$ cat src/design/hlr_pkg.sv
// Shared types, constants and helpers of the horizontal line resampler.
package hlr_pkg;

	localparam int unsigned DEF_MAX_LINE         = 4096;
	localparam int unsigned DEF_MAX_TAP_MULT     = 8;
	localparam int unsigned DEF_WEIGHT_FRAC_BITS = 14;
	localparam int unsigned QUEUE_DEPTH          = 4;

	localparam logic [1:0] REG_SOURCE_WIDTH    = 2'd0;
	localparam logic [1:0] REG_DEST_WIDTH      = 2'd1;
	localparam logic [1:0] REG_COMPONENT_COUNT = 2'd2;
	localparam logic [1:0] REG_KERNEL_MODE     = 2'd3;

	localparam logic KERNEL_CATMULL_ROM = 1'b1;

	typedef enum logic {
		CMD_LOAD    = 1'b0,
		CMD_COMPUTE = 1'b1
	} cmd_t;

	typedef struct packed {
		logic [12:0] source_width;
		logic [12:0] dest_width;
		logic [2:0]  component_count;
		logic        kernel_mode;
	} cfg_t;

	typedef struct packed {
		cmd_t        command;
		logic [11:0] position;
		logic [31:0] pixel;
	} item_t;

	typedef struct packed {
		logic start;
	} div_ctl_t;

	typedef struct packed {
		logic busy;
		logic done;
	} div_stat_t;

	typedef enum logic [3:0] {
		ST_IDLE,
		ST_MULT,
		ST_NUM,
		ST_BASE,
		ST_FRAC,
		ST_TAP_D,
		ST_TAP_A,
		ST_TAP_SQ,
		ST_TAP_CU,
		ST_TAP_P,
		ST_TAP_W,
		ST_TAP_ACC,
		ST_EMIT
	} back_state_t;

	function automatic int max_int(input int a, input int b);
		return (a > b) ? a : b;
	endfunction

endpackage

$ cat src/design/hlr_front.sv
// Front end: configuration registers, item intake, classification and queue.
module hlr_front import hlr_pkg::*; #(
	parameter int MAX_LINE = DEF_MAX_LINE
) (
	input  logic        clk,
	input  logic        arst_n,
	input  logic        in_valid,
	output logic        in_ready,
	input  logic        command,
	input  logic [11:0] position,
	input  logic [7:0]  in_c0,
	input  logic [7:0]  in_c1,
	input  logic [7:0]  in_c2,
	input  logic [7:0]  in_c3,
	input  logic        cfg_we,
	input  logic [1:0]  cfg_index,
	input  logic [12:0] cfg_data,
	output cfg_t        cfg,
	output logic        q_valid,
	input  logic        q_ready,
	output item_t       q_item
);

	localparam int PW = $clog2(QUEUE_DEPTH);
	localparam int NW = $clog2(QUEUE_DEPTH + 1);

	cfg_t          cfg_q;
	item_t         fifo_q [QUEUE_DEPTH];
	logic [PW-1:0] wr_ptr_q;
	logic [PW-1:0] rd_ptr_q;
	logic [NW-1:0] count_q;
	logic          accept;
	logic          push;
	logic          pop;
	item_t         new_item;

	always_ff @(posedge clk or negedge arst_n) begin
		if (!arst_n) begin
			cfg_q.source_width    <= 13'd1;
			cfg_q.dest_width      <= 13'd1;
			cfg_q.component_count <= 3'd3;
			cfg_q.kernel_mode     <= KERNEL_CATMULL_ROM;
		end else if (cfg_we) begin
			case (cfg_index)
				REG_SOURCE_WIDTH:    cfg_q.source_width    <= cfg_data;
				REG_DEST_WIDTH:      cfg_q.dest_width      <= cfg_data;
				REG_COMPONENT_COUNT: cfg_q.component_count <= cfg_data[2:0];
				REG_KERNEL_MODE:     cfg_q.kernel_mode     <= cfg_data[0];
				default: ;
			endcase
		end
	end

	assign cfg = cfg_q;

	// Loads that fall outside the line store are dropped here.
	assign in_ready = count_q != NW'(QUEUE_DEPTH);
	assign accept   = in_valid && in_ready;
	assign push     = accept && (command == CMD_COMPUTE || 32'(position) < 32'(MAX_LINE));
	assign q_valid  = count_q != '0;
	assign pop      = q_valid && q_ready;

	assign new_item.command  = cmd_t'(command);
	assign new_item.position = position;
	assign new_item.pixel    = {in_c3, in_c2, in_c1, in_c0};

	always_ff @(posedge clk or negedge arst_n) begin
		if (!arst_n) begin
			wr_ptr_q <= '0;
			rd_ptr_q <= '0;
			count_q  <= '0;
		end else begin
			if (push) begin
				wr_ptr_q <= (wr_ptr_q == PW'(QUEUE_DEPTH - 1)) ? '0 : wr_ptr_q + PW'(1);
			end
			if (pop) begin
				rd_ptr_q <= (rd_ptr_q == PW'(QUEUE_DEPTH - 1)) ? '0 : rd_ptr_q + PW'(1);
			end
			if (push && !pop) begin
				count_q <= count_q + NW'(1);
			end else if (pop && !push) begin
				count_q <= count_q - NW'(1);
			end
		end
	end

	always_ff @(posedge clk) begin
		if (push) begin
			fifo_q[wr_ptr_q] <= new_item;
		end
	end

	assign q_item = fifo_q[rd_ptr_q];

endmodule

$ cat config.mk
export PLATFORM = sky130hd
export DESIGN_NAME = hlr_front
export DESIGN_NICKNAME = d
export VERILOG_FILES = /design/src/design/hlr_pkg.sv /design/src/design/hlr_front.sv
export SDC_FILE = /design/constraint.sdc
export NUM_CORES = 1
export LEC_CHECK = 0
export CAP_MARGIN = 5
export CORE_UTILIZATION = 25
export DETAILED_ROUTE_END_ITERATION = 10
export DONT_BUFFER_PORTS = 1
export PLACE_DENSITY_LB_ADDON = 0.12
export SYNTH_ARGS = -nofsm -noshare
export SYNTH_HDL_FRONTEND = slang
export SYNTH_SLANG_ARGS = --single-unit
export TNS_END_PERCENT = 100
$ cat constraint.sdc
create_clock -name clk -period 2.5 [get_ports clk]
set_clock_uncertainty 0.15 [all_clocks]
set_input_delay 0.125 -clock clk [delete_from_list [all_inputs] [get_ports clk]]
set_output_delay 0.125 -clock clk [all_outputs]
set_load 0.02 [all_outputs]
==> results.cfg, run 1 <==
[status]
status = completed

[layout]
fin_util_pct = 32.3
final_cell_mix = edfxtp_1 (180), dlygate4sd3_1 (78), mux4_2 (45)
n_fill_cell = 3051
finalInstanceArea_um2 = 10200
nets = 518
ff_latch_area_um2 = 6340
multi_input_area_um2 = 1650
layout_commonest_cell = edfxtp_1
area_growth_pct = 26.5
drive_gt1_share_pct = 29.4
diodes = 0

[power]
power.static_leakage_uw = 0.00341
peakVddDrop_mv = 0.463
p_clk_share_pct = 27.4
combPwrFrac_pct = 27.7
swShare_pct = 32.0
p_int_uw = 7910
power_frac_seq_pct = 44.9
switchingPower_uw = 3720
power-per-cell-area_nw_per_um2 = 1140

[global_route]
gr-usage-met3_pct = 3.59
grt_overflow = 0
track_usage_pct = 10.2
busiest_layer = met2
met1_usage_pct = 11.9
grt_max_degree = 35
first_global_vias = 4170
use_met2_pct = 17.6
grt_first_pass_wirelength_um = 25400
antenna_found_initial = 1

[place]
gp_congestion = 0.643
port_buffers = 0
place_hpwl_um = 9800
placed_area_um2 = 8700

[timing]
fin_crit_ns = 2.36
setup_viol_count_final = 0
worstMarginPinSlew_ns = 0.613
max_freq_ghz = 0.423
fin_tns_setup_ns = 0
hold_viol_final = 0
drv_slew = 0
rsz0062_at_grt = no
slew_headroom_pct = 59.0
timing.final.crit_share_pct = 94.5

[run]
drv_cap = 0

[clock_tree]
postCtsSetupBuffers = 0
cts_max_level = 1
clkTransAtPathRegs_ns = 0.06
cts_buffer_depth = 3
hold_buffers = 80
cts_tree = yes
cts.sinks = 217
clock_latency_ns = 0.52
cts-root-buf = clkbuf_16
cts_buffers = 25
cts_resized = 0

[floorplanning]
die-area_um2 = 33100
die_width_um = 182
coreArea_um2 = 31700
start_util_pct = 25.5
io-pin-count = 142
chipHeight_um = 182
rows = 65

[routing]
antenna_left = 0
drt_first_pass_iters = 4
drc_errors = 0
routedWlPerCell_um = 19.4
num_vias = 3691
drt-initial-drc-count = 213
routed_wl_um = 16800
viasPerCell = 4.27

[worst_hold_path]
hp-class = primary input to flip-flop

[worst_setup_path]
crit_chain = or3_1, nand2_1, ha_1, inv_1, fa_1, xor2_1, nor2_1, xor2_1
cp.buffers_inverters = 1
criticalPathCategory = flip-flop to flip-flop
endpoint_kind = flip-flop
path_max_fanout = 4
critPathArrivalTime_ns = 2.64
cp.required_ns = 2.78
start_kind = flip-flop
crit_top_cell = xor2_1
cpMaxStageDelayCell = dfrtp_1
cpPeakStageDelay_ns = 0.42
critPathTopFamily = simple AND/OR/NAND/NOR gates

[logic_synthesis]
syn_area_um2 = 8090
synth-main-ff-cell = edfxtp_1
synth-edff-count = 180
synth_nets = 410
synth_cells = 338
synthArstFlopShare_pct = 17.1
syn_area_per_cell_um2 = 23.9
synth_seq_area_share_pct = 78.3
synth_cell_type_count = 23
ys_ff_latch = 217
ys_warn_count = 0
cell usage after synthesis, drive strengths merged (2+ instances only):
cell type	number	area [um2]
nand2	2	7.51
mux4	45	1010
dfstp	5	131
buf	12	96.3
dfrtp	32	801
nand3b	2	27.5
mux2	35	394
inv	3	11.3
xor2	2	17.5
edfxtp	180	5410
ha	6	75.1
and2	4	25.0
nor2	4	15.0
sequential cells by signal, summed over array words and instances (netlist names):
signal    flops
fifo_q      180
cfg          30
count_q       3
rd_ptr_q      2
wr_ptr_q      2
kinds of logic (layout without fill, tap and decap cells):
logic type / Yosys count / in the layout / synth area share, %
flip-flops: 217 / 217 / 78.3
AND/OR/NAND/NOR: 15 / 15 / 1.30
AO/OA/AOI/OAI: 1 / 1 / 0.139
adder cells (fa/ha/maj): 7 / 7 / 1.18
buffers and inverters: 15 / 139 / 1.33
XOR/XNOR: 3 / 3 / 0.325
multiplexers: 80 / 80 / 17.4
metrics by stage:
step           hold slack (ns)  total power [uW]  setup slack, ns  cells
2_1_floorplan           -0.321              7550            0.100    338
3_3_place_gp            -0.320              8430            0.309    741
3_5_place_dp            -0.320              8480            0.165    741
4_1_cts                  0.125             11900           0.0327    864
5_1_grt                  0.155             12200         0.000463    864
6_report                 0.164             11600            0.139    864
cell type report:
cell class,count,area share [%]
Clock buffer,32,6.37
Clock inverter,11,0.575
Inverter,3,0.110
Multi-Input combinational cell,106,16.1
Sequential cell,217,62.0
Tap cell,402,4.91
Timing Repair Buffer,93,9.95
per-layer routing:
| layer | vias to the layer above | wire length, um |
|---|---|---|
| li1 | 1605 | - |
| met1 | 1925 | 6760 |
| met2 | 129 | 8300 |
| met3 | 30 | 1380 |
| met4 | 2 | 303 |
| met5 | - | 13 |
final timing paths:
kind                                         from                      end  slack (ns)  cells after the start
setup / recovery           count_q[1]$_DFFE_PN0P_   count_q[2]$_DFFE_PN0P_        0.14                      8
hold / removal                        cfg_data[8]      cfg[25]$_DFFE_PN0P_        0.16                      2
setup reg to reg           count_q[1]$_DFFE_PN0P_   count_q[2]$_DFFE_PN0P_        0.14                      8
hold reg to reg            count_q[2]$_DFFE_PN0P_   count_q[2]$_DFFE_PN0P_        0.40                      1
max in group asynchronous                  arst_n  rd_ptr_q[0]$_DFFE_PN0P_        1.45                      4
min in group asynchronous                  arst_n      cfg[27]$_DFFE_PN0P_        0.55                      4
power groups by stage:
| stage | clock [uW] | combinational [uW] | sequential, uW |
|---|---|---|---|
| final | 3180 | 3220 | 5230 |
| after global routing | 3450 | 3460 | 5320 |
| after CTS | 3320 | 3350 | 5260 |
| after detailed placement | 0 | 3160 | 5320 |
| after global placement | 0 | 3140 | 5300 |
| after floorplan | 0 | 2440 | 5100 |
(Power assumes the default switching activity.)
==> run 2, diff against run 1 <==
Settings changed: ABC_CLOCK_PERIOD_IN_PS set to 2600.
Clock period 2.5 ns to 2.6 ns, I/O delays scaled along.
==> run 2 against run 1 <==
Against the previous run: via count about the same; hold slack got worse by 0.11 ns; wire length grew 0.26%; non-clock buffer count shrank 3; flip-flop and latch count stayed put; critical path type unchanged; largest power group unchanged.
==> results.cfg, run 2 (synthesis gave the netlist of run 1 again) <==
[status]
status = completed

[layout]
top_register = fifo_q
layout_commonest_cell = edfxtp_1
final_cell_mix = edfxtp_1 (180), dlygate4sd3_1 (75), mux4_2 (45)
area_growth_pct = 26.3
nets = 516
n_fill_cell = 3027
largest_register_ffs = 180
drive_gt1_share_pct = 30.5

[worst_setup_path]
cpMaxStageDelayCell = dfrtp_1
start_kind = flip-flop
endpoint_kind = flip-flop
r2r_end = count_q[2]$_DFFE_PN0P_
r2r_cells = 8
rr_startpoint = count_q[1]$_DFFE_PN0P_
criticalPathCategory = flip-flop to flip-flop
crit_top_cell = xor2_1
ff2ff_setup_slack_ns = 0.29
crit_chain = or3_1, nand2_1, ha_1, inv_1, fa_1, xor2_1, nor2_1, xor2_1
cp.required_ns = 2.88
path_max_fanout = 4
critPathArrivalTime_ns = 2.60
cpPeakStageDelay_ns = 0.42

[power]
power_frac_seq_pct = 43.1
peakVddDrop_mv = 0.447
p_clk_share_pct = 29.5
swShare_pct = 31.6
power.static_leakage_uw = 0.00343
combPwrFrac_pct = 27.4
p_int_uw = 7770
power-per-cell-area_nw_per_um2 = 1110
switchingPower_uw = 3590

[timing]
hold_viol_final = 0
timing.final.crit_share_pct = 89.0
slew_headroom_pct = 63.5
worstMarginPinSlew_ns = 0.548
setup_viol_count_final = 0
max_freq_ghz = 0.432
drv_slew = 0
fin_crit_ns = 2.31
fin_tns_setup_ns = 0
whs_ns = 0.0576
rsz0062_at_grt = no
layout_setup_ws_ns = 0.287

[routing]
num_vias = 3690
drt_first_pass_iters = 4
antenna_left = 0
routedWlPerCell_um = 19.4
viasPerCell = 4.27
routed_wl_um = 16800
drc_errors = 0
drt-initial-drc-count = 188

[global_route]
grt_max_degree = 33
grt_first_pass_wirelength_um = 25600
track_usage_pct = 10.3
grt_overflow = 0
antenna_found_initial = 1
first_global_vias = 4142

[place]
port_buffers = 0
place_hpwl_um = 9710
gp_congestion = 0.621
post-place-ws_ns = 0.328

[clock_tree]
cts_buffers = 26
cts_buffer_depth = 3
cts-root-buf = clkbuf_16
clkTransAtPathRegs_ns = 0.06
cts.sinks = 217
cts_max_level = 1
cts_resized = 0
clock_latency_ns = 0.52
cts_tree = yes

[floorplanning]
chipHeight_um = 182
die_width_um = 182
rows = 65
io-pin-count = 142
die-area_um2 = 33100
coreArea_um2 = 31700
start_util_pct = 25.5

[run]
drv_cap = 0

[worst_hold_path]
hp-class = primary input to async pin
[run 2: cell types whose count changed in the layout (fill, tap and decap cells not counted), sizes merged]
cell | previous run | this run
clkbuf | 32 | 40
inv | 4 | 3
diode | 0 | 1
clkinv | 7 | 5
dlygate4sd3 | 78 | 75
clkinvlp | 3 | 1
[run 2: per-stage QoR]
stage               area, um2  instances  power [uW]  util (%)
finish                  10200        865       11400      32.2
global route            10200        865       12000      32.2
CTS                     10200        864       11600      32.2
detailed placement       8620        741        8060      27.2
global placement         8620        741        8010      27.2
floorplan                8090        338        7260         -
[run 2: how the worst max path moves through the flow]
stage	to	cells past startpoint	startpoint	slack, ns
final	count_q[2]$_DFFE_PN0P_	8	count_q[1]$_DFFE_PN0P_	0.29
after global routing	q_item[31]	2	rd_ptr_q[0]$_DFFE_PN0P_	0.18
after CTS	q_item[31]	2	rd_ptr_q[0]$_DFFE_PN0P_	0.23
after detailed placement	count_q[2]$_DFFE_PN0P_	8	count_q[1]$_DFFE_PN0P_	0.33
after global placement	count_q[2]$_DFFE_PN0P_	8	count_q[1]$_DFFE_PN0P_	0.37
after floorplan	fifo_q[3][0]$_DFFE_PP_	3	count_q[0]$_DFFE_PN0P_	0.20
[run 2: power groups by stage]
| stage | registers, uW | logic [uW] | clock network, uW |
|---|---|---|---|
| 2_1_floorplan | 4910 | 2350 | 0 |
| 3_3_place_gp | 4950 | 3060 | 0 |
| 3_5_place_dp | 4980 | 3080 | 0 |
| 4_1_cts | 4910 | 3250 | 3480 |
| 5_1_grt | 4980 | 3380 | 3610 |
| 6_report | 4900 | 3110 | 3350 |
[run 2: cell type report]
class / instances / area (um2) / share of cell area [%]
antenna: 1 / 2.50 / 0.0245
clock buffer: 40 / 774 / 7.58
clock inverter: 6 / 32.5 / 0.318
inverter: 3 / 11.3 / 0.110
multi-input combinational: 106 / 1650 / 16.2
sequential: 217 / 6340 / 62.1
tap: 402 / 503 / 4.92
timing repair buffer: 90 / 901 / 8.82
[run 2: critical path: cells and delay by family (launching register included)]
family,cells,cell delay [ns]
AND/OR/NAND/NOR,3,0.68
adder cells (fa/ha/maj),2,0.58
buffers and inverters,1,0.06
XOR/XNOR,2,0.33
flip-flops,1,0.42
[run 2: what timing repair did]
| action | in CTS | in global routing |
|---|---|---|
| hold endpoints to repair | 253 | 0 |
| setup buffers | 0 | 0 |
| hold buffers | 77 | 0 |
[run 2: metal layers]
metal / vias up / global-route usage, % / share of wire [%]
met5: - / 0 / 0
met4: 0 / 2.89 / 2.0
met3: 31 / 3.61 / 8.3
met2: 132 / 16.8 / 47
met1: 1916 / 13.1 / 42
li1: 1611 / - / -
==> run 3, diff against run 2 <==
Settings changed: ABC_AREA set to 1, RECOVER_POWER set to 25.
==> run 3 against run 2 <==
Against the previous run: hold slack lost 0.050 ns; combinational power grew 16%; sequential share of layout area shrank 4.5 points; non-clock buffer count shrank 5; sequential power is essentially flat; utilization shrank 0.50 points; register-to-register slack gained 0.02 ns; setup slack gained 0.011 ns; power grew 8.1%; final area grew 7.7%; largest cell class unchanged; highest routed layer unchanged.
==> results.cfg, run 3 <==
[status]
status = completed

[routing]
viasPerCell = 4.18
met2WireLength_um = 9590
drt-initial-drc-count = 215
drt_first_pass_iters = 5
m1WireLength_um = 8660
maxUsedRoutingLayer = met4
num_vias = 5247
antenna_left = 0
routedWlPerCell_um = 16.3
routed_wl_um = 20400
drc_errors = 0
wl_met3_um = 1650

[clock_tree]
clkTransAtPathRegs_ns = 0.06
cts_resized = 0
cts-root-buf = clkbuf_16
clock_latency_ns = 0.52
cts_buffers = 26
postCtsSetupBuffers = 0
cts_max_level = 1
hold_buffers = 69
cts_buffer_depth = 3
cts.sinks = 217
cts_tree = yes

[logic_synthesis]
synth_top_area_cell = edfxtp_1
synthArstFlopShare_pct = 17.1
syn_area_um2 = 8850
synth_cell_type_count = 20
synth_seq_area_share_pct = 71.6
synth_top_area_share_pct = 61.1
synth-edff-count = 180
ys_top_cells_by_area = edfxtp_1 (61%), dfrtp_1 (9.0%), nand2_1 (7.6%)
synth_common_cells = edfxtp_1 (180), nand2_1 (180), inv_1 (117), o211ai_1 (90), dfrtp_1 (32)
ys_warn_count = 0
synth_cells = 697
syn_area_per_cell_um2 = 12.7
synth-main-ff-cell = edfxtp_1
ys_ff_latch = 217
synth_nets = 769

[layout]
ff_latch_area_um2 = 6340
drive_gt1_share_pct = 12.4
top_register = fifo_q
multi_input_area_um2 = 1830
finalNonFillerCells = 1255
nets = 849
area_growth_pct = 24.4
largest_register_ffs = 180
n_fill_cell = 3456
final_cell_mix = nand2_1 (180), edfxtp_1 (180), inv_1 (117)
finalInstanceArea_um2 = 11000

[power]
peakVddDrop_mv = 0.482
power.static_leakage_uw = 0.00428
power-per-cell-area_nw_per_um2 = 1120
finalPower_uw = 12300

[worst_setup_path]
endpoint_kind = output port
cp.required_ns = 2.32
critPathArrivalTime_ns = 2.02
criticalPathCategory = flip-flop to output port
start_kind = flip-flop
path_max_fanout = 43

[floorplanning]
chipHeight_um = 190
die_width_um = 190
start_util_pct = 25.5
io-pin-count = 142
die-area_um2 = 36200
coreArea_um2 = 34700
rows = 68

[timing]
drv_slew = 0
layout_setup_ws_ns = 0.297
fin_crit_ns = 2.30
slew_headroom_pct = 55.7
worstMarginPinSlew_ns = 0.665
hold_viol_final = 0
setup_viol_count_final = 0
rsz0062_at_grt = no
max_freq_ghz = 0.434
timing.final.crit_share_pct = 88.6

[global_route]
grt_first_pass_wirelength_um = 31300
track_usage_pct = 11.4
grt_overflow = 0
antenna_found_initial = 3
grt_max_degree = 67
first_global_vias = 5353

[place]
port_buffers = 0
gp_congestion = 0.690
placed_area_um2 = 9380
place_hpwl_um = 12200
dp_cells = 1135
post-place-ws_ns = 0.335

[worst_hold_path]
hp-class = primary input to flip-flop

[run]
drv_cap = 0
run 3: path summary, 6_finish.rpt:
kind / cells past startpoint / slack (ns) / start / end
setup / recovery: 3 / 0.30 / rd_ptr_q[0]$_DFFE_PN0P_ / q_item[10]
hold / removal: 2 / 0.007 / cfg_we / cfg[4]$_DFFE_PN1P_
setup reg to reg: 9 / 0.31 / count_q[0]$_DFFE_PN0P_ / count_q[1]$_DFFE_PN0P_
hold reg to reg: 2 / 0.39 / wr_ptr_q[1]$_DFFE_PN0P_ / wr_ptr_q[1]$_DFFE_PN0P_
max in group asynchronous: 4 / 1.53 / arst_n / rd_ptr_q[0]$_DFFE_PN0P_
min in group asynchronous: 3 / 0.56 / arst_n / cfg[1]$_DFFE_PN1P_
run 3: cells by family after synthesis:
logic type	share of synthesized area, %
and+or+nand+nor	8.72
buffers and inverters	8.02
AOI/OAI and AO/OA	10.5
DFF	71.6
adders and majority gates	1.07
xor gates and xnor gates	0.0990
run 3: where the power goes:
part           internal (uW)  switching [uW]  total, uW  leakage, uW
registers               4520             415       4930      0.00210
clock network           2330            1410       3740     0.000447
logic                    969            2640       3610      0.00174
total                   7810            4470      12300      0.00428
run 3: critical path, stage by stage (launching register included):
cell and delay [ns]:
dfrtp_4 0.75, buf_4 0.35, o211ai_1 0.13, nand2_1 0.27
run 3: layer usage:
metal	vias up	GRT usage [%]
met1	2519	13.7
li1	2551	-
met4	0	3.57
met2	144	19.3
met3	33	3.56
met5	-	0
run 3: final cells by class:
cell class / instances / area share (%)
Tap cell: 455 / 5.17
Timing Repair Buffer: 85 / 8.23
Multi-Input combinational cell: 329 / 16.7
Clock inverter: 11 / 0.989
Sequential cell: 217 / 57.6
Inverter: 118 / 4.02
Clock buffer: 37 / 7.24
Antenna cell: 3 / 0.0682
run 3: metrics by stage:
| stage | setup TNS [ns] | utilization (%) | hold WS (ns) |
|---|---|---|---|
| 6_report | 0 | 31.7 | 0.00740 |
| 4_1_cts | 0 | 31.7 | 0.00490 |
| 5_1_grt | 0 | 31.7 | 0.0657 |
| 3_5_place_dp | 0 | 27.0 | -0.315 |
| 2_1_floorplan | -21.56 | - | -0.316 |
| 3_3_place_gp | 0 | 27.0 | -0.314 |
